$ cat src/rtl/core/sfn_ram.sv
// Simple dual-port synchronous RAM, one write and one registered read port.
module sfn_ram #(
  parameter int WIDTH = 8,
  parameter int DEPTH = 16,
  parameter int AW    = $clog2(DEPTH)
) (
  input  logic             clk,
  input  logic             we,
  input  logic [AW-1:0]    waddr,
  input  logic [WIDTH-1:0] wdata,
  input  logic             re,
  input  logic [AW-1:0]    raddr,
  output logic [WIDTH-1:0] rdata
);

  logic [WIDTH-1:0] mem [DEPTH];

  always_ff @(posedge clk) begin
    if (we) begin
      mem[waddr] <= wdata;
    end
  end

  always_ff @(posedge clk) begin
    if (re) begin
      rdata <= mem[raddr];
    end
  end

endmodule

$ cat config.mk
export PLATFORM = sky130hd
export DESIGN_NAME = sfn_ram
export DESIGN_NICKNAME = d
export VERILOG_FILES = /design/src/rtl/core/sfn_ram.sv
export SDC_FILE = /design/constraint.sdc
export NUM_CORES = 1
export LEC_CHECK = 0
export ABC_AREA = 1
export BUFFER_PORTS_ARGS = -buffer_cell sky130_fd_sc_hd__buf_2
export CELL_PAD_IN_SITES_DETAIL_PLACEMENT = 1
export CELL_PAD_IN_SITES_GLOBAL_PLACEMENT = 1
export CORE_ASPECT_RATIO = 1.2
export CORE_UTILIZATION = 46
export CTS_BUF_LIST = sky130_fd_sc_hd__clkbuf_2 sky130_fd_sc_hd__clkbuf_4 sky130_fd_sc_hd__clkbuf_8
export DETAILED_ROUTE_END_ITERATION = 10
export HOLD_SLACK_MARGIN = 0.1
export PLACE_DENSITY = 0.79
export SLEW_MARGIN = 0
export SYNTH_ARGS = -nofsm -noshare
export SYNTH_HDL_FRONTEND = slang
export SYNTH_SLANG_ARGS = --single-unit
export TNS_END_PERCENT = 50
$ cat constraint.sdc
create_clock -name clk -period 1 [get_ports clk]
set_input_delay 0.15 -clock clk [delete_from_list [all_inputs] [get_ports clk]]
set_output_delay 0.15 -clock clk [all_outputs]
set_load 0.1 [all_outputs]
; Yosys cells after proc, flatten, opt, wreduce, memory -nomap -nowiden
; Memory sizes are Yosys's and may differ from the RTL's. A register that Yosys moved wholly into a read port is not among the register bits.
; Index checks and enable logic that the tools add are counted.
[classes]
n_mux = 2
[op_table]
columns = op, n
row1 = $mux 1, 2
[word_totals]
memories = 1
ramBits = 128
ff_bits = 0
out_inout_bits = 8
word_cells = 3
[mem_list]
columns = name, depth, word_bits, read_ports, rd_clocked_by_memory_dff, write_ports, line
row1 = mem, 16, 8, 1, 1, 1, 16  ; logic [WIDTH-1:0] mem [DEPTH];

; Longest topological paths before layout
; Gate-level depths: netlist (run 1).
[logic_depth]
ltp_word = 2
mapped_depth = 8
ltp_nobuf = 7

; Worst setup path before layout (run 1)
; Ideal clock, no wire load.
[synth_path]
path_type = in2reg
from = in waddr[3]
to = mem mem[4][0], enable pin
setup_time_ps = 370
t_required_ps = 630
path_slack_ps = -101
path_buffers = 0
path_stages = 2
t_arrival_ps = 731
path_cell_list = nand3b_1 nor2_1
[synth_rtl]
columns = element, line
row1 = from (decl), 9  ; input logic [AW-1:0] waddr,
row2 = to (decl), 16
; Straight into the memory's write port.

; Worst setup path in the final report (run 1)
[layout_path]
from = reg rdata[0] (read register of mem)
to = out rdata[0]
[layout_rtl]
columns = element, line
row1 = from (decl), 13  ; output logic [WIDTH-1:0] rdata
; No word-level cell between the ends.

==> reports/qor.csv, run 1 <==
metric;value;unit
outcome;complete, but fails checks;
violations;negative setup slack;
max_slew_margin;0.711;
yosys_warnings;0;
ys_ff_latch;136;
core.rowCount;44;
ys_types;11;
grt_pass1_wl;24600;um
crit_path_max_fanout;1;
rsz0062_at_grt;yes;
final_cell_mix;nand2_1 (163), edfxtp_1 (136), inv_1 (95);
crit_buf_inv;1;
wl_per_cell;20.3;um
vias;4019;
ys_seq_area_frac;0.698;
worst_slew_pin_slew;433;ps
die_area;0.0132;mm^2
drc;0;
die_x;105;um
io_pins;27;
via_per_inst;5.17;
ir_drop;0.000882;V
max_stage_delay;490;ps
antenna_found_initial;0;
critical_path.top_delay_family;flip-flops;
switching_power;0.00304;W
yosysTopAreaCell;edfxtp_1;
ant_nets;0;
synth_top_area_frac;0.698;
crit_chain;buf_12;
arrival;1150;ps
p_comb_frac;0.102;
finalPower;0.0123;W
htreeDepth;4;
dpl.cell_count;745;
clock_skew;11.1;ps
cap_violations;0;
seqPwrFrac;0.525;
setup_violations;16;
gr-total-overflow;0;
clk_latency;440;ps
fin_cells;778;
io_buffers;26;
cp-end-kind;output port;
syn_to_final_growth;22.0;%
gp_congestion;0.856;
tritoncts;yes;
fin_ws;-300;ps
min_period_over_period;1.30;
layout_commonest_cell;nand2_1;
coreArea;0.0122;mm^2
drive_gt1_frac;0.246;
finalCriticalPeriod;1300;ps
p_clk_frac;0.372;
grt_max_degree;49;
clockRootBuffer;clkbuf_8;
nNetsFinal;624;
dp_slack;-385;ps
leakagePower;3.06;nW
final_hold_viol_count;0;
fmax;0.769;GHz
fill_cells;1314;
power.internal;0.00928;W
numCtsBuffers;17;
crit_path_start_kind;flip-flop;
switching_share;0.247;
drtIter0Drc;244;
min_path_type;input pin to flip-flop;
drv_slew;0;
dp_hpwl;10300;um
track_usage;0.260;
drt_first_pass_iters;4;
cts.sinks;136;
clk_pin_slew;80;ps
synth_cells;551;
start_util;0.478;
path_class;flip-flop to output port;
grt_pass1_vias;4392;
mappedNetlistArea;0.00585;mm^2
synthTopCellsByArea;edfxtp_1 (70%), nand2_1 (11%), nand3_1 (8.3%);
worst_hold_slack;132;ps
syn_area_per_cell;10.6;um^2
n_antenna_cell;0;
power.density;1730;mW/mm^2
synth_fp_nets;570;
cts_max_path_buffers;2;
die_h;126;um
worstPathRequired;850;ps
cp_slowest_cell;edfxtp_1;
drt-total-wl;15800;um
fin_util;0.584;
## path summary, 6_finish.rpt
| path | start | end | slack [ps] | cells after the start |
|---|---|---|---|---|
| worst max-delay path | rdata[0]$_DFFE_PP_ | rdata[0] | -300 | 1 |
| worst min-delay path | wdata[4] | mem[5][4]$_DFFE_PP_ | 130 | 1 |
| worst max register to register | mem[0][1]$_DFFE_PP_ | rdata[1]$_DFFE_PP_ | -130 | 6 |
| worst min register to register | mem[14][7]$_DFFE_PP_ | rdata[7]$_DFFE_PP_ | 790 | 6 |
## layer usage
metal / track usage / routed length (um)
met1: 0.302 / 6180
met2: 0.459 / 8370
met3: 0.0490 / 735
met4: 0.133 / 521
met5: 0 / 0
## kinds of logic (layout without fill, tap and decap cells)
group / after synthesis / in the layout / share of synthesized area
and+or+nand+nor: 289 / 289 / 0.208
buffers and inverters: 126 / 192 / 0.0939
DFF: 136 / 136 / 0.698
## worst reg2reg max path, cell delays in order (launching register included)
cell and delay (ps):
edfxtp_1 400, inv_1 80, nand2_1 50, nand3_1 90
nand3_1 80, nand3_2 110, nand2_1 70
## stage by stage
stage / TNS [ps] / instance area, um^2
2_1_floorplan: -10530 / 5850
3_3_place_gp: -15830 / 6450
3_5_place_dp: -20210 / 6450
4_1_cts: -2700 / 7050
5_1_grt: -3320 / 7130
6_report: -2610 / 7130
## sequential cells by signal, indices dropped and copies added, names as in the netlist
signal  count
rdata       8
mem       128
## layout make-up
class                   count  area (um^2)  area share
well taps                 161          201      0.0282
clock buffers              18          241      0.0339
inverters                 102          383      0.0537
multi-input cells         289         1480       0.207
flip-flops and latches    136         4080       0.573
repair buffers             59          591      0.0828
clock inverters            13          156      0.0219
## synthesized netlist by cell type (all sizes together)
master	n
buf	24
edfxtp	136
inv	102
nand2	173
nand3	97
nand3b	2
nor2	17
## power groups by stage
stage / Sequential [W] / Clock, W / Combinational (W)
after floorplan: 0.00677 / 0 / 0.000451
after global placement: 0.00659 / 0 / 0.00111
after detailed placement: 0.00660 / 0 / 0.00115
after CTS: 0.00647 / 0.00465 / 0.00123
after global routing: 0.00648 / 0.00484 / 0.00134
final: 0.00647 / 0.00459 / 0.00126
## what timing repair did
| item | CTS | global route |
|---|---|---|
| hold endpoints to repair | 10 | 0 |
| hold buffers | 2 | 0 |
| setup buffers | 0 | 0 |
| resized for setup | 40 | 22 |
| pin swaps | 21 | 10 |
| endpoints found under the setup margin | 16 | 16 |
Power figures use the tool's default switching activity.
==> run 2, diff against run 1 <==
Settings changed: ABC_AREA 1 to default, CORE_UTILIZATION 46 to 50, GPL_TIMING_DRIVEN from default to 0, PLACE_DENSITY 0.79 to 0.78.
==> reports/qor.csv, run 2 <==
metric;value;unit
outcome;complete, but fails checks;
violations;negative setup slack;
synth_cells;229;
grt_pass1_wl;16400;um
vias;2527;
p_comb_frac;0.080;
p_clk_frac;0.402;
synthFlopType;edfxtp_1;
met3_length;634;um
crit_path_max_fanout;1;
ant_nets;0;
min_path_type;input pin to flip-flop;
top_register;mem;
n_antenna_cell;0;
max_slew_margin;0.378;
drc;0;
switching_share;0.222;
worst_r2r_path_depth;3;
mappedNetlistArea;0.00523;mm^2
setup_violations;48;
wl_met2;6230;um
clk_pin_slew;70;ps
fin_cells;423;
rsz0062_at_grt;yes;
io_buffers;25;
gr-total-overflow;0;
wirelength_met1;4470;um
synthTopCellsByArea;edfxtp_1 (78%), mux4_2 (7.8%), mux4_1 (7.0%);
yosys_warnings;0;
drt-total-wl;11600;um
finalCriticalPeriod;1530;ps
yosysTopAreaCell;edfxtp_1;
cp-end-kind;flip-flop;
layout_commonest_cell;edfxtp_1;
fmax;0.656;GHz
start_util;0.517;
worstPathRequired;1170;ps
via_per_inst;5.97;
final_hold_viol_count;0;
ys_types;18;
fin_ws;-525;ps
arrival;1700;ps
drtIter0Drc;280;
topRoutingLayerUsed;met4;
ys_seq_area_frac;0.781;
ys_ff_latch;136;
htreeDepth;4;
synth_top_area_frac;0.781;
grt_pass1_vias;2655;
track_usage;0.229;
cap_violations;0;
tritoncts;yes;
worst_slew_pin_slew;929;ps
cts.sinks;136;
leakagePower;2.03;nW
min_period_over_period;1.53;
synthTopCellsByCount;edfxtp_1 (136), mux4_2 (18), a22oi_1 (16);
reg_top3;mem x128, rdata x8;
nNetsFinal;303;
clock_skew;7.70;ps
drive_gt1_frac;0.438;
die_x;95.3;um
wl_per_cell;27.4;um
final_cell_mix;edfxtp_1 (136), mux4_2 (32), buf_2 (17), clkbuf_8 (17), nor2_4 (12);
power.density;1970;mW/mm^2
synth_edf_count;136;
largest_reg_flops;128;
finalPower;0.0125;W
core.rowCount;40;
die_h;114;um
drv_slew;0;
grt_max_degree;17;
dp_hpwl;7030;um
switching_power;0.00277;W
fill_cells;844;
seqPwrFrac;0.518;
ir_drop;0.00138;V
syn_area_per_cell;22.8;um^2
syn_to_final_growth;21.0;%
synth_fp_nets;248;
path_class;flip-flop to flip-flop;
die_area;0.0109;mm^2
yosysMostFrequentCell;edfxtp_1;
coreArea;0.0101;mm^2
async_flop_share;0;
antenna_found_initial;0;
gp_congestion;0.748;
numCtsBuffers;17;
dpl.cell_count;380;
crit_path_start_kind;flip-flop;
io_pins;27;
clk_latency;440;ps
cts_max_path_buffers;2;
drt_first_pass_iters;5;
hold_depth;1;
clockRootBuffer;clkbuf_8;
power.internal;0.00970;W
[run 2: changes by cell type in the layout (fill, tap and decap cells not counted), sizes merged, moves of 2 or more]
cell and delta:
nor2 -4, a22oi +16, nand3 -96, dlygate4sd3 +2, nor3 +4, bufinv +2, buf -18, mux4 +32
nand2 -164, nand2b +2, clkdlybuf4s25 +3, inv -102
[run 2: metrics by stage]
stage          worst slack (ps)  hold slack, ps   util  cell area [um^2]  setup TNS, ps
2_1_floorplan              -350             249      -              5290         -19290
3_3_place_gp               -699             480  0.551              5570         -70700
3_5_place_dp               -749             508  0.551              5570         -74970
4_1_cts                    -488             102  0.614              6210          -7400
5_1_grt                    -567             105  0.626              6330          -6030
6_report                   -525             126  0.626              6330          -5890
[run 2: kinds of logic (layout without fill, tap and decap cells)]
logic type	Yosys count	after routing	share of synthesized area
buffers and inverters	10	78	0.0165
flip-flops	136	136	0.781
AND/OR/NAND/NOR	35	35	0.0314
AO/OA/AOI/OAI	16	16	0.0230
multiplexers	32	32	0.148
[run 2: what timing repair did]
item                                    in CTS  in global routing
hold buffers                                 4                  0
pin swaps                                    3                  6
buffers inserted                             0                  7
gates resized for setup                     42                  4
endpoints found under the setup margin      88                 90
endpoints found under the hold margin       44                  0
[run 2: power groups by stage]
stage	Combinational (W)	Sequential, W	Clock (W)
finish	0.000998	0.00646	0.00501
CTS	0.000967	0.00646	0.00510
floorplan	0.000369	0.00677	0
global placement	0.000841	0.00656	0
global route	0.00104	0.00646	0.00530
detailed placement	0.000874	0.00658	0
[run 2: final cells by class]
class	count	area [um^2]	share of cell area
repair buffers	36	337	0.0532
flip-flops and latches	136	4080	0.645
multi-input cells	83	1190	0.188
clock buffers	17	234	0.0370
clock inverters	15	208	0.0328
plain buffers	10	120	0.0190
well taps	126	158	0.0249
[run 2: critical path, stage by stage, from the launching register on]
cell	delay (ps)
edfxtp_1	380
mux4_2	510
a22oi_2	250
nand2_1	120
[run 2: routing by layer]
| metal | track usage | vias up |
|---|---|---|
| met2 | 0.361 | 110 |
| met1 | 0.296 | 1324 |
| li1 | - | 1078 |
| met5 | 0 | - |
| met3 | 0.0600 | 15 |
| met4 | 0.111 | 0 |
[run 2: worst paths after layout]
| kind | slack [ps] | to | start |
|---|---|---|---|
| setup reg to reg | -530 | rdata[7]$_DFFE_PP_ | mem[3][7]$_DFFE_PP_ |
| setup / recovery | -530 | rdata[7]$_DFFE_PP_ | mem[3][7]$_DFFE_PP_ |
| hold reg to reg | 780 | rdata[3]$_DFFE_PP_ | mem[12][3]$_DFFE_PP_ |
| hold / removal | 130 | mem[1][0]$_DFFE_PP_ | wdata[0] |
